--- config.mk ---
export PLATFORM = sky130hd
export DESIGN_NAME = rmth_seq
export DESIGN_NICKNAME = d
export VERILOG_FILES = /design/src/sv/rmth_pkg.sv /design/src/sv/rmth_seq.sv
export SDC_FILE = /design/constraint.sdc
export NUM_CORES = 1
export LEC_CHECK = 0
export BUFFER_PORTS_ARGS = -buffer_cell sky130_fd_sc_hd__buf_4
export CORE_MARGIN = 3
export CORE_UTILIZATION = 55
export DETAILED_ROUTE_END_ITERATION = 8
export HOLD_SLACK_MARGIN = 0.12
export PLACE_DENSITY = 0.86
export SLEW_MARGIN = 20
export SYNTH_ARGS = -nofsm -noshare
export SYNTH_HDL_FRONTEND = slang
export SYNTH_SLANG_ARGS = --single-unit
--- constraint.sdc ---
create_clock -name i_clk -period 8.1 [get_ports i_clk]
set_clock_uncertainty 0.15 [all_clocks]
set_input_delay 1.215 -clock i_clk [delete_from_list [all_inputs] [get_ports i_clk]]
set_output_delay 1.215 -clock i_clk [all_outputs]
set_load 0.005 [all_outputs]
--- src/sv/rmth_pkg.sv ---
// package for the running median core: widths, sizes, types, sequencer states
// no dependencies

package rmth_pkg;

    localparam int SAMPLE_W   = 32;
    localparam int CAPACITY   = 1024;
    localparam int HEAP_DEPTH = CAPACITY / 2 + 1;
    localparam int ADDR_W     = $clog2(HEAP_DEPTH);
    localparam int CNT_W      = $clog2(HEAP_DEPTH + 1);
    localparam int TOTAL_W    = $clog2(CAPACITY + 1);

    typedef logic [SAMPLE_W-1:0] t_key;
    typedef logic [ADDR_W-1:0]   t_addr;
    typedef logic [CNT_W-1:0]    t_cnt;

    typedef struct packed {
        logic signed [SAMPLE_W-1:0] sample;
        logic                       start_new;
    } t_in;

    typedef struct packed {
        logic signed [SAMPLE_W-1:0] median;
        logic                       dropped;
    } t_out;

    // memory port request from the sequencer to one heap ram
    typedef struct packed {
        logic  re;
        t_addr raddr;
        logic  we;
        t_addr waddr;
        t_key  wdata;
    } t_mem_req;

    typedef enum logic [3:0] {
        S_IDLE,
        S_TOP_RD,
        S_DECIDE,
        S_PUSH_RD,
        S_PUSH_CMP,
        S_POP_TOP,
        S_POP_LRD,
        S_POP_LAST,
        S_POP_RD1,
        S_POP_RD2,
        S_POP_CMP,
        S_MED_RD,
        S_OUT,
        S_DROP
    } t_state;

endpackage

--- src/sv/rmth_seq.sv ---
// heap sequencer: push and pop as sift loops over the two heap rams
// depends on rmth_pkg

module rmth_seq
    import rmth_pkg::*;
(
    input  logic     i_clk,
    input  logic     i_rst_n,
    input  logic     i_in_valid,
    output logic     o_in_ready,
    input  t_in      i_in_data,
    output logic     o_out_valid,
    input  logic     i_out_ready,
    output t_out     o_out_data,
    output t_mem_req o_lo_req,
    output t_mem_req o_up_req,
    input  t_key     i_lo_rdata,
    input  t_key     i_up_rdata
);

    typedef logic [ADDR_W:0] t_wide;

    // a is nearer the top than b for the heap in service
    function automatic logic f_above(input logic heap, input t_key a, input t_key b);
        f_above = heap ? (a < b) : (a > b);
    endfunction

    t_state r_state, n_state;
    t_cnt   r_lo_cnt, n_lo_cnt, r_up_cnt, n_up_cnt;
    t_key   r_key, n_key;         // key being pushed, or top moved by a pop
    t_key   r_last, n_last;       // key sinking in a pop
    t_key   r_c1, n_c1;           // first child in a pop
    t_addr  r_idx, n_idx;         // hole position
    logic   r_heap, n_heap;       // 0 lower (max), 1 upper (min)
    logic   r_rebal, n_rebal;     // push is the move after a pop
    logic   r_ovalid, n_ovalid;
    t_out   r_odata, n_odata;

    t_key     w_rd;
    t_cnt     w_cnt;
    t_addr    w_par;
    t_wide    w_c1, w_c2, w_n;
    logic     w_push_up, w_pick2, w_sink, w_pop_end;
    t_key     w_cand;
    t_addr    w_cidx;
    t_key     w_key_in;
    t_mem_req w_req;

    assign w_rd     = r_heap ? i_up_rdata : i_lo_rdata;
    assign w_cnt    = r_heap ? r_up_cnt : r_lo_cnt;
    assign w_par    = t_addr'((r_idx - t_addr'(1)) >> 1);
    assign w_c1     = {r_idx, 1'b1};
    assign w_c2     = w_c1 + t_wide'(1);
    assign w_n      = t_wide'(w_cnt);
    assign w_key_in = {~i_in_data.sample[SAMPLE_W-1], i_in_data.sample[SAMPLE_W-2:0]};

    // push: parent read back in push_cmp
    assign w_push_up = (r_idx != '0) && f_above(r_heap, r_key, w_rd);
    // pop: second child is in w_rd during pop_cmp
    assign w_pick2   = (w_c2 < w_n) && f_above(r_heap, w_rd, r_c1);
    assign w_cand    = w_pick2 ? w_rd : r_c1;
    assign w_cidx    = w_pick2 ? t_addr'(w_c2) : t_addr'(w_c1);
    assign w_sink    = f_above(r_heap, w_cand, r_last);
    assign w_pop_end = ((r_state == S_POP_RD1) && (w_c1 >= w_n)) ||
                       ((r_state == S_POP_CMP) && !w_sink);

    assign o_in_ready  = (r_state == S_IDLE);
    assign o_out_valid = r_ovalid;
    assign o_out_data  = r_odata;

    always_ff @(posedge i_clk) begin
        if (!i_rst_n) begin
            r_state  <= S_IDLE;
            r_lo_cnt <= '0;
            r_up_cnt <= '0;
            r_ovalid <= 1'b0;
        end else begin
            r_state  <= n_state;
            r_lo_cnt <= n_lo_cnt;
            r_up_cnt <= n_up_cnt;
            r_ovalid <= n_ovalid;
        end
        r_key   <= n_key;
        r_last  <= n_last;
        r_c1    <= n_c1;
        r_idx   <= n_idx;
        r_heap  <= n_heap;
        r_rebal <= n_rebal;
        r_odata <= n_odata;
    end

    // next state and datapath
    always_comb begin
        n_state  = r_state;
        n_lo_cnt = r_lo_cnt;
        n_up_cnt = r_up_cnt;
        n_key    = r_key;
        n_last   = r_last;
        n_c1     = r_c1;
        n_idx    = r_idx;
        n_heap   = r_heap;
        n_rebal  = r_rebal;
        n_ovalid = r_ovalid;
        n_odata  = r_odata;
        if (r_ovalid && i_out_ready) begin
            n_ovalid = 1'b0;
        end
        case (r_state)
            S_IDLE: begin
                if (i_in_valid) begin
                    n_key = w_key_in;
                    if (i_in_data.start_new) begin
                        n_lo_cnt = '0;
                        n_up_cnt = '0;
                    end
                    if (!i_in_data.start_new &&
                        (TOTAL_W'(r_lo_cnt) + TOTAL_W'(r_up_cnt) >= TOTAL_W'(CAPACITY))) begin
                        n_state = S_DROP;
                    end else begin
                        n_state = S_TOP_RD;
                    end
                end
            end
            S_TOP_RD: n_state = S_DECIDE;
            S_DECIDE: begin
                n_heap  = !(r_lo_cnt == '0 || i_lo_rdata >= r_key);
                n_rebal = 1'b0;
                n_idx   = n_heap ? t_addr'(r_up_cnt) : t_addr'(r_lo_cnt);
                if (n_heap) n_up_cnt = r_up_cnt + t_cnt'(1);
                else        n_lo_cnt = r_lo_cnt + t_cnt'(1);
                n_state = S_PUSH_RD;
            end
            S_PUSH_RD: n_state = S_PUSH_CMP;
            S_PUSH_CMP: begin
                if (w_push_up) begin
                    n_idx   = w_par;
                    n_state = S_PUSH_RD;
                end else if (!r_rebal && r_lo_cnt > r_up_cnt + t_cnt'(1)) begin
                    n_heap  = 1'b0;
                    n_state = S_POP_TOP;
                end else if (!r_rebal && r_up_cnt > r_lo_cnt + t_cnt'(1)) begin
                    n_heap  = 1'b1;
                    n_state = S_POP_TOP;
                end else begin
                    n_state = S_MED_RD;
                end
            end
            S_POP_TOP: begin
                if (r_heap) n_up_cnt = r_up_cnt - t_cnt'(1);
                else        n_lo_cnt = r_lo_cnt - t_cnt'(1);
                n_state = S_POP_LRD;
            end
            S_POP_LRD: begin
                n_key   = w_rd;       // top moves to the other heap
                n_state = S_POP_LAST;
            end
            S_POP_LAST: begin
                n_last  = w_rd;
                n_idx   = '0;
                n_state = S_POP_RD1;
            end
            S_POP_RD1: begin
                if (!w_pop_end) n_state = S_POP_RD2;
            end
            S_POP_RD2: begin
                n_c1    = w_rd;
                n_state = S_POP_CMP;
            end
            S_POP_CMP: begin
                if (w_sink) begin
                    n_idx   = w_cidx;
                    n_state = S_POP_RD1;
                end
            end
            S_MED_RD: begin
                if (r_lo_cnt[0] == r_up_cnt[0]) n_state = S_IDLE;
                else n_state = S_OUT;
            end
            S_OUT: begin
                if (!r_ovalid || i_out_ready) begin
                    n_ovalid        = 1'b1;
                    n_odata.dropped = 1'b0;
                    n_odata.median  = (r_lo_cnt > r_up_cnt)
                        ? {~i_lo_rdata[SAMPLE_W-1], i_lo_rdata[SAMPLE_W-2:0]}
                        : {~i_up_rdata[SAMPLE_W-1], i_up_rdata[SAMPLE_W-2:0]};
                    n_state = S_IDLE;
                end
            end
            S_DROP: begin
                if (!r_ovalid || i_out_ready) begin
                    n_ovalid        = 1'b1;
                    n_odata.dropped = 1'b1;
                    n_odata.median  = '0;
                    n_state = S_IDLE;
                end
            end
            default: n_state = S_IDLE;
        endcase
        if (w_pop_end) begin
            // sift done, push the moved top into the other heap
            n_heap  = !r_heap;
            n_rebal = 1'b1;
            n_idx   = r_heap ? t_addr'(r_lo_cnt) : t_addr'(r_up_cnt);
            if (r_heap) n_lo_cnt = r_lo_cnt + t_cnt'(1);
            else        n_up_cnt = r_up_cnt + t_cnt'(1);
            n_state = S_PUSH_RD;
        end
    end

    // memory requests
    always_comb begin
        w_req = '0;
        case (r_state)
            S_PUSH_RD: begin
                w_req.re    = 1'b1;
                w_req.raddr = w_par;
            end
            S_PUSH_CMP: begin
                w_req.we    = 1'b1;
                w_req.waddr = r_idx;
                w_req.wdata = w_push_up ? w_rd : r_key;
            end
            S_POP_TOP: begin
                w_req.re    = 1'b1;
                w_req.raddr = '0;
            end
            S_POP_LRD: begin
                w_req.re    = 1'b1;
                w_req.raddr = t_addr'(w_cnt);
            end
            S_POP_RD1: begin
                if (w_pop_end) begin
                    w_req.we    = (w_n != '0);
                    w_req.waddr = r_idx;
                    w_req.wdata = r_last;
                end else begin
                    w_req.re    = 1'b1;
                    w_req.raddr = t_addr'(w_c1);
                end
            end
            S_POP_RD2: begin
                w_req.re    = 1'b1;
                w_req.raddr = t_addr'(w_c2);
            end
            S_POP_CMP: begin
                w_req.we    = 1'b1;
                w_req.waddr = r_idx;
                w_req.wdata = w_sink ? w_cand : r_last;
            end
            default: w_req = '0;
        endcase
    end

    // both tops are read while idle and for the median
    always_comb begin
        o_lo_req = '0;
        o_up_req = '0;
        if (r_state == S_IDLE || r_state == S_MED_RD) begin
            o_lo_req.re = 1'b1;
            o_up_req.re = 1'b1;
        end else if (r_heap) begin
            o_up_req = w_req;
        end else begin
            o_lo_req = w_req;
        end
    end

endmodule

==> results.txt <==
- Compound-gate portion of the synthesized area: 0.217
- Highest ir drop seen on vdd: approximately 440 uV
- Synthesized area divided by synthesized cell count: between 8 and 9 sq um
- Antenna diode count: 0
- The congestion estimate from routability-driven global placement came to 1.00.
- Once placement finished, the instance area stood at roughly 18000 sq um.
- The number of cells on the worst reg-to-reg path is 25.
* Effective utilization at floorplan: 0.565
* CTS buffer count: 17
* Part of the total power dissipated in sequential elements: 0.221
- After detailed routing, the number of remaining DRC violations is 0.
- Headroom to the max-slew limit came out at 0.222.
- Across the run, the number of max-cap violations was 0.
- Ys flop type: sky130_fd_sc_hd__edfxtp_1
* Clock root buffer master: sky130_fd_sc_hd__clkbuf_16
- Clock tree from TritonCTS: yes
- Number of levels in the clock H-tree: 4
- The largest individual stage delay along the critical path comes from the cell sky130_fd_sc_hd__o221ai_1.
- Detailed-route wire length per cell: 23.6 um
- Data arrival time of the critical path: 6.65 ns
- Fraction of the yosys area taken by sequential cells: 0.297
* Count of flip-flops with a built-in enable after synthesis: 140
- Buffer levels on the longest clock path: 2
* Detail Placement HPWL: 43.7 mm
- After global routing the overflow that remains totals 0.
* Capturing element type of the critical path: primary output
* Total standard cell area after synthesis: roughly 16000 sq um
- In this run, the number of DRC markers left after iteration 0 of detailed routing was approximately 2400.
* Classification of the worst-slack hold path: reg2reg
- Run status: finished clean
- Gate Count Post-Synth: approximately 1900
* Share of power burned in combinational logic: 0.626
* Leakage: around 0.0087 uW
- Setup violations remaining at the end of the flow were counted as 0.
- The netlist uses 86 different library cells.
- Number of nets in the layout: 2441
- The internal power of the cells totals around 2700 uW.
- P per Cell Area: about 280 nW/um^2
- Sw Share: 0.506
* Cell row count: 61
- Multiplexer area fraction after synthesis: 0.0711
* Largest incremental delay on the critical path: about 0.38 ns
* Fraction of registers with async set/reset: 0
- The share of total power dissipated in the clock network is 0.153.
- Dpl cells: roughly 2500
* Die span in x: roughly 180 um
- The number of nets handed over by synthesis was 2187.
- Power consumption: approximately 5500 uW
- STA classifies the critical path startpoint as an input pin.
- The via count of the first global-routing pass is about 16000.
- Clock-pin slew of the registers on the worst-case setup and hold paths: 0.08 ns
- In the final layout, the multi-input gates occupy roughly 10000 sq um.
- Final non-filler cell area: about 20000 sq um
- Detailed-route vias per instance: between 6 and 7
- Antenna-violating nets left: 0
- Count of boundary I/O pins: 244
- Summed over all nets, the switching power comes to 2790 uW.
- After synthesis, the largest family of logic cells by area is compound AO/OA/AOI/OAI gates.
- Of the total synthesized cell area, the portion taken by full adders, half adders and majority gates is 0.151.
- Aggregate global-route resource usage: 0.363
* Die Area: 31000 sq um
- Antenna violations before repair: 0
* Total Wirelength: 59.8 mm
* Die outline height: around 180 um
- In the post-route analysis, the smallest setup slack over all paths is 0.0855 ns.
- XOR/XNOR Fraction of Synth Area: 0.0182
- After layout, the minimum clock period comes to approximately 8 ns.
* Vias after detailed routing: about 17000
- Of the cells placed in the final design, the portion with a size suffix greater than 1 is 0.211.
- TritonCTS Sinks: 166
- Traced cell by cell, the critical path runs through buf_4 > mux2i_2 > inv_1 > ha_1 > nand4_1 > nor4_2 > a21boi_2 > o22ai_1 > and3_4 > mux2i_4 > buf_12 > mux2i_2 > inv_1 > ha_1 > a21oi_1 > o21ai_0 > a221oi_2 > buf_4 > nand3_1 > a21o_1 > nand2b_1 > buf_4 > o221ai_1 > buf_4.
- The critical path is of the in2out type.
- Clock network latency to the later pin of the worst-skew pair: between 0.4 and 0.5 ns
* Total area of sequential cells: ~4700 sq um
- The core region is 28200 sq um.
- Along the worst path, the maximum fanout reaches 32.
- Syn-to-layout area delta: 22.5%
- Excluding fillers, the count of instances in the completed layout stands at roughly 2500.
* Tcrit/Tclk final: 0.989
* Number of buffers inserted for hold repair after clock tree synthesis: 0
- For the pin with the worst max-slew slack, the measured transition is 1.16 ns.
* Synth Area in Simple Gates: 0.170
- Max Clock Freq: approximately 120 MHz
- Pins Over Slew Limit: 0
* PortBufs: roughly 240
- Largest net degree at the start of global routing: 52
- After synthesis the netlist holds a flip-flop and latch count of between 150 and 200.
- Prior to clock tree synthesis, the placed netlist has a worst setup slack of between 0.03 and 0.04 ns.
- CP required: slightly below 7 ns
- Counting the fill cells in the layout gives around 2200.
- By instance count, the cell type seen most on the critical path is sky130_fd_sc_hd__buf_4.
- First-pass GRT wire length: 89.2 mm
- The Yosys step of the flow raised 0 warnings.
- The worst hold path was traced through 2 stages.
- Final hold violations: 0
* Pre-antenna DRT Iters: 6
[cell families after synthesis]
kind of cell | after synthesis
and+or+nand+nor | 559
AOI/OAI and AO/OA | 525
buffers and inverters | 310
adders and majority gates | 191
DFF | 166
muxes | 111
xor gates and xnor gates | 33
[state kept, by name, summed over array words and instances, names as in the netlist, 4 cells and up]
signal and cells:
r_state 4, r_key 32, r_idx 10, r_lo_cnt 10
o_out_data 33, r_last 32, r_up_cnt 10, r_c1 32
[cell usage in the layout (no fill, tap or decap), types with 23 or more instances in the layout]
cell type / n
sky130_fd_sc_hd__o21ai_0: 142
sky130_fd_sc_hd__nor2_1: 116
sky130_fd_sc_hd__o221ai_1: 72
sky130_fd_sc_hd__nand3_1: 75
sky130_fd_sc_hd__nor3_1: 32
sky130_fd_sc_hd__nand2_1: 187
sky130_fd_sc_hd__edfxtp_1: 140
sky130_fd_sc_hd__a21oi_1: 141
sky130_fd_sc_hd__nand4_1: 33
sky130_fd_sc_hd__mux2i_1: 82
sky130_fd_sc_hd__dfxtp_1: 26
sky130_fd_sc_hd__xnor2_1: 23
sky130_fd_sc_hd__inv_1: 195
sky130_fd_sc_hd__ha_1: 189
sky130_fd_sc_hd__buf_4: 337
[layout make-up]
class | instances | share of cell area
clock buffers | 18 | 0.0220
clock inverters | 14 | 0.00783
inverters | 199 | 0.0383
multi-input cells | 1419 | 0.529
flip-flops and latches | 166 | 0.242
well taps | 378 | 0.0243
repair buffers | 346 | 0.137
[worst paths after layout]
kind	from	to	slack (ns)
worst max-delay path	i_lo_rdata[12]	o_up_req[14]	0.09
worst min-delay path	r_rebal$_SDFFE_PN1P_	r_rebal$_SDFFE_PN1P_	0.39
worst max register to register	r_heap$_DFFE_PP_	r_up_cnt[7]$_SDFF_PN0_	1.31
worst min register to register	r_rebal$_SDFFE_PN1P_	r_rebal$_SDFFE_PN1P_	0.39
[power groups by stage]
stage / combinational [uW] / clock [uW] / sequential (uW)
6_report: 3440 / 843 / 1220
5_1_grt: 3680 / 865 / 1220
4_1_cts: 3240 / 836 / 1220
3_5_place_dp: 3210 / 0 / 1240
3_3_place_gp: 3130 / 0 / 1230
2_1_floorplan: 2180 / 0 / 1200
[layer usage]
layer  GRT usage  share of wire  up-vias
met5           0              0        -
met2       0.594           0.46     1228
met4       0.181          0.054        0
met3      0.0667           0.11      231
met1       0.462           0.37     8010
li1            -              -     7496
[repair_timing]
action / in CTS / in global routing
setup buffers: 0 / 12
pin swaps: 1 / 5
resized for setup: 12 / 48
cloned: 0 / 2
endpoints found under the setup margin: 66 / 66
[worst max-delay path: cells and delay by family]
kind            cells  cell delay [ns]
mux                 3             0.74
fa+ha+maj           2             0.66
simple gates        5             0.97
compound gates      7             1.78
buf+inv             7             1.27
[synthesized netlist by cell type, drive strengths merged (12+ instances only)]
cell | number | area share
and2 | 21 | 0.0083
edfxtp | 140 | 0.26
and3 | 15 | 0.0059
a221oi | 12 | 0.0066
a211oi | 21 | 0.011
nand4 | 34 | 0.014
o21a | 12 | 0.0057
a21o | 22 | 0.010
o221ai | 76 | 0.042
or3 | 12 | 0.0047
mux2i | 108 | 0.069
nor2b | 12 | 0.0047
inv | 197 | 0.046
buf | 34 | 0.012
nand3 | 76 | 0.024
a21oi | 142 | 0.045
dfxtp | 26 | 0.033
xnor2 | 23 | 0.013
clkbuf | 77 | 0.018
nor4 | 18 | 0.0092
nand2 | 188 | 0.044
nor3 | 35 | 0.011
o21ai | 144 | 0.045
ha | 190 | 0.15
o211ai | 14 | 0.0069
nor2 | 119 | 0.028
[metrics by stage]
stage	TNS (ns)	hold slack [ns]	utilization
after floorplan	0	0.284	-
after global placement	0	0.360	0.657
after detailed placement	0	0.370	0.657
after CTS	0	0.383	0.680
after global routing	-0.792	0.407	0.692
final	0	0.389	0.692
No activity file was read; power rests on OpenSTA's default activity.
